[config.mk]
export PLATFORM = sky130hd
export DESIGN_NAME = tvbs_front
export DESIGN_NICKNAME = d
export VERILOG_FILES = /design/src/rtl/tvbs_pkg.sv /design/src/rtl/tvbs_front.sv
export SDC_FILE = /design/constraint.sdc
export NUM_CORES = 1
export LEC_CHECK = 0
export BUFFER_PORTS_ARGS = -buffer_cell sky130_fd_sc_hd__buf_2
export CAP_MARGIN = 20
export CORE_ASPECT_RATIO = 0.9
export CORE_MARGIN = 2
export CORE_UTILIZATION = 45
export DETAILED_ROUTE_END_ITERATION = 8
export PLACE_DENSITY = 0.75
export SYNTH_ARGS = -nofsm -noshare
export SYNTH_HDL_FRONTEND = slang
export SYNTH_SLANG_ARGS = --single-unit
export TNS_END_PERCENT = 10
[constraint.sdc]
create_clock -name clk -period 10.35 [get_ports clk]
set_input_delay 2.07 -clock clk [delete_from_list [all_inputs] [get_ports clk]]
set_output_delay 2.07 -clock clk [all_outputs]
set_load 0.05 [all_outputs]
[src/rtl/tvbs_pkg.sv]
// Shared types and constants for the transformed vertex bounding sphere block.
// Used by every module under rtl/; depends on nothing.
`timescale 1ns / 1ps
`default_nettype none
package tvbs_pkg;

  localparam int CoordW = 32;
  localparam int FracB  = 16;
  localparam int AccW   = 2 * CoordW + 2;
  localparam int NumW   = CoordW + FracB;

  localparam logic [CoordW-1:0] COORD_MAX = {1'b0, {(CoordW-1){1'b1}}};
  localparam logic [CoordW-1:0] COORD_MIN = {1'b1, {(CoordW-1){1'b0}}};
  localparam logic [CoordW-1:0] COORD_ONE = CoordW'(1) << FracB;

  localparam logic KIND_ROW    = 1'b0;
  localparam logic KIND_VERTEX = 1'b1;

  typedef struct packed {
    logic                     kind;
    logic [1:0]               row_index;
    logic signed [CoordW-1:0] val_a;
    logic signed [CoordW-1:0] val_b;
    logic signed [CoordW-1:0] val_c;
    logic signed [CoordW-1:0] val_d;
    logic                     last_vertex;
  } in_item_t;

  typedef struct packed {
    logic signed [CoordW-1:0] center_x;
    logic signed [CoordW-1:0] center_y;
    logic signed [CoordW-1:0] center_z;
    logic [CoordW-2:0]        radius;
    logic                     saturated;
  } out_item_t;

  // Classified work item handed from the front to the back.
  typedef struct packed {
    logic              is_vertex;
    logic              last;
    logic [1:0]        row;
    logic [CoordW-1:0] a;
    logic [CoordW-1:0] b;
    logic [CoordW-1:0] c;
    logic [CoordW-1:0] d;
  } op_t;

endpackage
`default_nettype wire

[src/rtl/tvbs_front.sv]
// Front end: accepts input beats, classifies them and queues them for the back end.
// Depends on tvbs_pkg.
`timescale 1ns / 1ps
`default_nettype none
module tvbs_front (
  input  wire logic             clk,
  input  wire logic             rst_n,
  input  wire logic             in_valid,
  output logic                  in_stall,
  input  wire tvbs_pkg::in_item_t in_data,
  output logic                  q_valid,
  input  wire logic             q_pop,
  output tvbs_pkg::op_t         q_op
);

  tvbs_pkg::op_t mem_r [2];
  logic          wptr_r;
  logic          rptr_r;
  logic [1:0]    cnt_r;
  logic          push;
  tvbs_pkg::op_t op_in;

  always_comb begin
    op_in.is_vertex = (in_data.kind == tvbs_pkg::KIND_VERTEX);
    op_in.last      = op_in.is_vertex & in_data.last_vertex;
    op_in.row       = in_data.row_index;
    op_in.a         = in_data.val_a;
    op_in.b         = in_data.val_b;
    op_in.c         = in_data.val_c;
    op_in.d         = in_data.val_d;
  end

  assign in_stall = (cnt_r == 2'd2);
  assign push     = in_valid & ~in_stall;
  assign q_valid  = (cnt_r != 2'd0);
  assign q_op     = mem_r[rptr_r];

  always_ff @(posedge clk) begin
    if (push) begin
      mem_r[wptr_r] <= op_in;
    end
  end

  always_ff @(posedge clk) begin
    if (!rst_n) begin
      wptr_r <= 1'b0;
      rptr_r <= 1'b0;
      cnt_r  <= 2'd0;
    end else begin
      if (push) wptr_r <= ~wptr_r;
      if (q_pop) rptr_r <= ~rptr_r;
      cnt_r <= cnt_r + 2'(push) - 2'(q_pop);
    end
  end

endmodule
`default_nettype wire

==> flow_metrics.tcl, run 1 <==
set metrics [dict create \
    startpoint_type "flip-flop" \
    max_slew_margin_pct 36.2 \
    worstPathRequired_ps 8280 \
    drt-vias-per-instance 4.84 \
    yosys.area.top_type_share_pct 78.6 \
    die_area_um2 23600 \
    core_region_area_um2 21800 \
    tightest_slew_ps 957 \
    fin_cells 1035 \
    p_sw_w 0.000984 \
    antenna_found_initial 3 \
    drt_iter0_drc 298 \
    internal_power_w 0.00218 \
    fmaxAchievable_mhz 207 \
    clk_root_buffer_cell "clkbuf_16" \
    grt_overflow 0 \
    clk_path_buf_depth 3 \
    pwr-share-clk_pct 30.3 \
    port_buffers 269 \
    ys_seq_area_share_pct 79.6 \
    final_cell_mix "buf_2 (269), edfxtp_1 (264), mux2_4 (80), mux2_2 (52), clkbuf_16 (29)" \
    status "complete, no violations" \
    htreeDepth 1 \
    drc 0 \
    ant_nets 0 \
    drv_slew 0 \
    hpwl_mm 12.6 \
    die_height_um 146 \
    start_util_pct 46.2 \
    fin_area_um2 12600 \
    std_cell_rows 51 \
    postCtsHoldBufs 0 \
    leakage_nw 4.90 \
    gp_congestion 0.752 \
    cts_setup_buffers 0 \
    die_x_um 162 \
    ios 270 \
    num-nets-final 864 \
    avgSynthCellArea_um2 23.1 \
    dp_cells 987 \
    cts_sinks 269 \
    clk_pin_slew_ps 60 \
    worstSetupPathType "flip-flop to output port" \
    combPwrFrac_pct 24.6 \
    fin_crit_ps 4830 \
    placed_cell_area_um2 11700 \
    drive_gt1_share_pct 59.8 \
    final_common_cell "buf_2" \
    post_cts_resized 0 \
    worstPathMaxFanout 53 \
    arrival_ps 2760 \
    diodes 0 \
    p_seq_share_pct 45.1 \
    finalSetupViolations 0 \
    area_growth_pct 24.8 \
    hold_viol 0 \
    synth_cells 437 \
    syn_area_um2 10100 \
    routed_wl_mm 18.6 \
    num_vias 5012 \
    tns_ps 0 \
    vdd_drop_max_mv 0.223 \
    critPathCaptureType "output port" \
    cts-buffers-inserted 28 \
    grt_pass1_wl_mm 28.5 \
    synth_fp_nets 575 \
    routedWlPerCell_um 18.0 \
    synth_top_area_cell "edfxtp_1" \
    synth_cell_types 18 \
    synthTopCellsByArea "edfxtp_1 (79%), mux2_4 (12%), mux2_2 (5.8%)" \
    holdCritPathClass "flip-flop to flip-flop" \
    netSwitchingFraction_pct 31.0 \
    grt_setup_unrepaired "no" \
    cap_violations 0 \
    worstSkewPairLatency_ps 520 \
    cts_tree "built" \
    grt_max_degree 71 \
    firstDrtPassIters 4 \
    finClkSkew_ps 7.92 \
    groute.usage.overall_pct 15.3 \
    period_share_pct 46.7 \
    grt_pass1_vias 5302 \
    ys_ff_latch 269 \
    power_density_nw_per_um2 252 \
    ys.warnings.count 0 \
]
-- flip-flops by register name (all words and copies together) (netlist names), named ones only --
name    count
rptr_r      1
cnt_r       2
wptr_r      1
mem_r     264
-- path summary, 6_finish.rpt --
check,startpoint,endpoint,slack (ps),cells past startpoint
min,rptr_r$_SDFFE_PN0P_,rptr_r$_SDFFE_PN0P_,520,2
max,flip-flop,q_op[44],5520,3
min reg2reg,rptr_r$_SDFFE_PN0P_,rptr_r$_SDFFE_PN0P_,520,2
max reg2reg,cnt_r[0]$_SDFF_PN0_,mem_r[1][93]$_DFFE_PP_,7740,3
-- cell usage after synthesis --
| master | instances |
|---|---|
| mux2i_1 | 1 |
| and3_1 | 1 |
| xnor2_1 | 2 |
| buf_2 | 5 |
| inv_1 | 3 |
| xor2_1 | 1 |
| nand2b_1 | 2 |
| edfxtp_1 | 264 |
| nor2_1 | 4 |
| and2_1 | 2 |
| ha_1 | 2 |
| nand2_1 | 2 |
| buf_8 | 1 |
| buf_6 | 9 |
| dfxtp_1 | 5 |
| mux2_2 | 52 |
| mux2_4 | 80 |
| or2_2 | 1 |
-- worst max-delay path, stage by stage (launching register included) --
cell and delay (ps):
dfxtp_4 740, buf_4 800, mux2_2 420, buf_2 210
-- kinds of logic (layout without fill, tap and decap cells) --
logic type	after synthesis	after routing	share of synthesized area, %
flip-flops	269	269	79.6
multiplexers	133	133	17.8
buffers and inverters	18	325	1.51
AND/OR/NAND/NOR	12	12	0.595
XOR/XNOR	3	3	0.260
adder cells (fa/ha/maj)	2	2	0.248
-- layout make-up --
class,instances,area [um^2]
Clock buffer,35,748
Clock inverter,13,135
Fill cell,1651,9230
Inverter,3,11.3
Multi-Input combinational cell,150,1920
Sequential cell,269,8030
Tap cell,291,364
Timing Repair Buffer,274,1380
-- power groups by stage --
stage	logic (W)	registers, W	clock network [W]
2_1_floorplan	0.000625	0.00146	0
3_3_place_gp	0.000774	0.00144	0
3_5_place_dp	0.000788	0.00145	0
4_1_cts	0.000790	0.00143	0.000984
5_1_grt	0.000817	0.00144	0.00103
6_report	0.000780	0.00143	0.000960
-- metrics by stage --
stage	setup slack, ps	utilization [%]	power (W)	hold slack [ps]
final	5520	57.7	0.00317	518
after global routing	5370	57.7	0.00329	565
after CTS	5480	57.7	0.00320	526
after detailed placement	6040	53.7	0.00224	511
after global placement	6090	53.7	0.00222	499
after floorplan	2080	-	0.00209	455
-- layer usage --
layer | global-route usage [%] | up-vias | wire (um) | share of wire [%]
met2 | 25.7 | 216 | 8990 | 48
met4 | 3.76 | 6 | 405 | 2.2
met5 | 0 | - | 44 | 0.24
met3 | 5.54 | 41 | 1810 | 9.7
met1 | 18.9 | 2448 | 7390 | 40
li1 | - | 2301 | - | -
Power figures use the tool's default switching activity.
==> inputs of run 2 (changes only) <==
clock period = 4.5 ns   (was 10.35 ns; I/O delays follow)
==> run 2 against run 1 <==
Clock power up 120%; hold slack improved by 3.2 ps; non-clock buffer count did not move; cell area barely moved; clock-buffer cell count decreased by 1; flip-flop and latch count unchanged; die area stayed put; sequential power rose by 130%; routed wire length rose by 1.9%; register-to-register slack worse by 5200 ps; highest routed layer is now met4.
==> flow_metrics.tcl, run 2 (same netlist as run 1, synthesis figures left out) <==
set metrics [dict create \
    status "complete, no violations" \
    largest_reg_flops 264 \
    area_growth_pct 24.9 \
    vdd_drop_max_mv 0.444 \
    fin_area_um2 12600 \
    crit_end "q_op[131]" \
    grt_pass1_wl_mm 28.8 \
    worstPathMaxFanout 54 \
    arrival_ps 2170 \
    critPathCaptureType "output port" \
    tns_ps 0 \
    startpoint_type "flip-flop" \
    utilization_pct 57.7 \
    critPathMaxStageDelay_ps 600 \
    clk_pin_slew_ps 60 \
    worstSetupPathType "flip-flop to output port" \
    fin_crit_ps 3070 \
    routedWlPerCell_um 18.3 \
    max_slew_margin_pct 47.0 \
    ff_latch_area_um2 8030 \
    drc 0 \
    postCtsHoldBufs 0 \
    std_cell_rows 51 \
    r2r-start "cnt_r[0]$_SDFF_PN0_" \
    final_common_cell "buf_2" \
    rrSetupSlack_ps 2570 \
    grt_setup_unrepaired "no" \
    grt_overflow 0 \
    reg2reg_to "mem_r[1][64]$_DFFE_PP_" \
    num-nets-final 864 \
    placed_cell_area_um2 11700 \
    final_cell_mix "buf_2 (269), edfxtp_1 (264), mux2_4 (80), mux2_2 (52), clkbuf_16 (29)" \
    reg2reg_depth 3 \
    cts_tree "built" \
    leakage_nw 4.90 \
    finClkSkew_ps 9.88 \
    finalSetupViolations 0 \
    cts_setup_buffers 0 \
    period_share_pct 68.2 \
    cap_violations 0 \
    num_vias 5009 \
    multi_input_area_um2 1920 \
    firstDrtPassIters 6 \
    hold_viol 0 \
    worstSkewPairLatency_ps 530 \
    holdCritPathClass "flip-flop to flip-flop" \
    die_area_um2 23600 \
    tightest_slew_ps 796 \
    clk_path_buf_depth 3 \
    power_density_nw_per_um2 572 \
    fmaxAchievable_mhz 326 \
    holdCritStartpoint "rptr_r$_SDFFE_PN0P_" \
    ios 270 \
    path_cells "buf_4, mux2_2, buf_2" \
    grt_pass1_vias 5398 \
    die_x_um 162 \
    ant_nets 0 \
    htreeDepth 1 \
    grt_max_degree 133 \
    routed_wl_mm 19.0 \
    top_regs "mem_r (264), cnt_r (2)" \
    top_register "mem_r" \
    cpMaxStageDelayCell "buf_4" \
    groute.usage.overall_pct 15.4 \
    post_cts_resized 0 \
    gp_congestion 0.771 \
    port_buffers 269 \
    drt_iter0_drc 372 \
    die_height_um 146 \
    cts-buffers-inserted 28 \
    diodes 0 \
    start_util_pct 46.2 \
    drv_slew 0 \
    drt-vias-per-instance 4.83 \
    core_region_area_um2 21800 \
    drive_gt1_share_pct 60.0 \
    clk_root_buffer_cell "clkbuf_16" \
    antenna_found_initial 0 \
    filler_cell_count 1667 \
    worstPathRequired_ps 3600 \
    cts_sinks 269 \
]
run 2: cell count changes in the layout (fill, tap and decap cells not counted), sizes merged:
| cell | before | now |
|---|---|---|
| inv | 3 | 4 |
| bufinv | 3 | 1 |
| clkinv | 10 | 14 |
| clkbuf | 35 | 34 |
| clkinvlp | 0 | 1 |
run 2: cell type report:
type	instances	area share (%)
clock buffer	34	5.91
clock inverter	17	0.844
tap	291	2.89
multi-input combinational	150	15.2
timing repair buffer	274	11.3
inverter	3	0.0894
sequential	269	63.7
run 2: metrics by stage:
stage                     power, W  std cells  hold WS (ps)  worst slack (ps)
after floorplan            0.00476        437           480              5.42
after global placement     0.00511        987           498              2040
after detailed placement   0.00516        987           515              1970
after CTS                  0.00730       1038           526              1390
after global routing       0.00749       1038           523              1340
final                      0.00721       1038           521              1430
run 2: worst min path at each step:
stage	endpoint	slack, ps	depth (start not counted)
after global routing	mem_r[1][6]$_DFFE_PP_	520	1
after detailed placement	flip-flop	520	2
after global placement	flip-flop	500	2
final	flip-flop	520	2
after floorplan	flip-flop	480	2
after CTS	mem_r[0][24]$_DFFE_PP_	530	1
run 2: metal layers:
layer / global-route usage, % / routed length (um) / vias to the layer above
met5: 0 / 0 / -
met4: 4.29 / 459 / 0
met3: 4.94 / 1680 / 38
met2: 25.7 / 9090 / 228
met1: 19.5 / 7770 / 2442
li1: - / - / 2301
run 2: power breakdown:
part / switching (W) / leakage (nW) / internal, W
registers: 0.0000909 / 2.50 / 0.00318
logic: 0.00130 / 1.97 / 0.000515
clock network: 0.000887 / 0.418 / 0.00123
run 2: worst max-delay path: cells and delay by family, from the launching register on:
| family | cells | cell delay, ps |
|---|---|---|
| buffers and inverters | 2 | 810 |
| DFF | 1 | 350 |
| muxes | 1 | 410 |
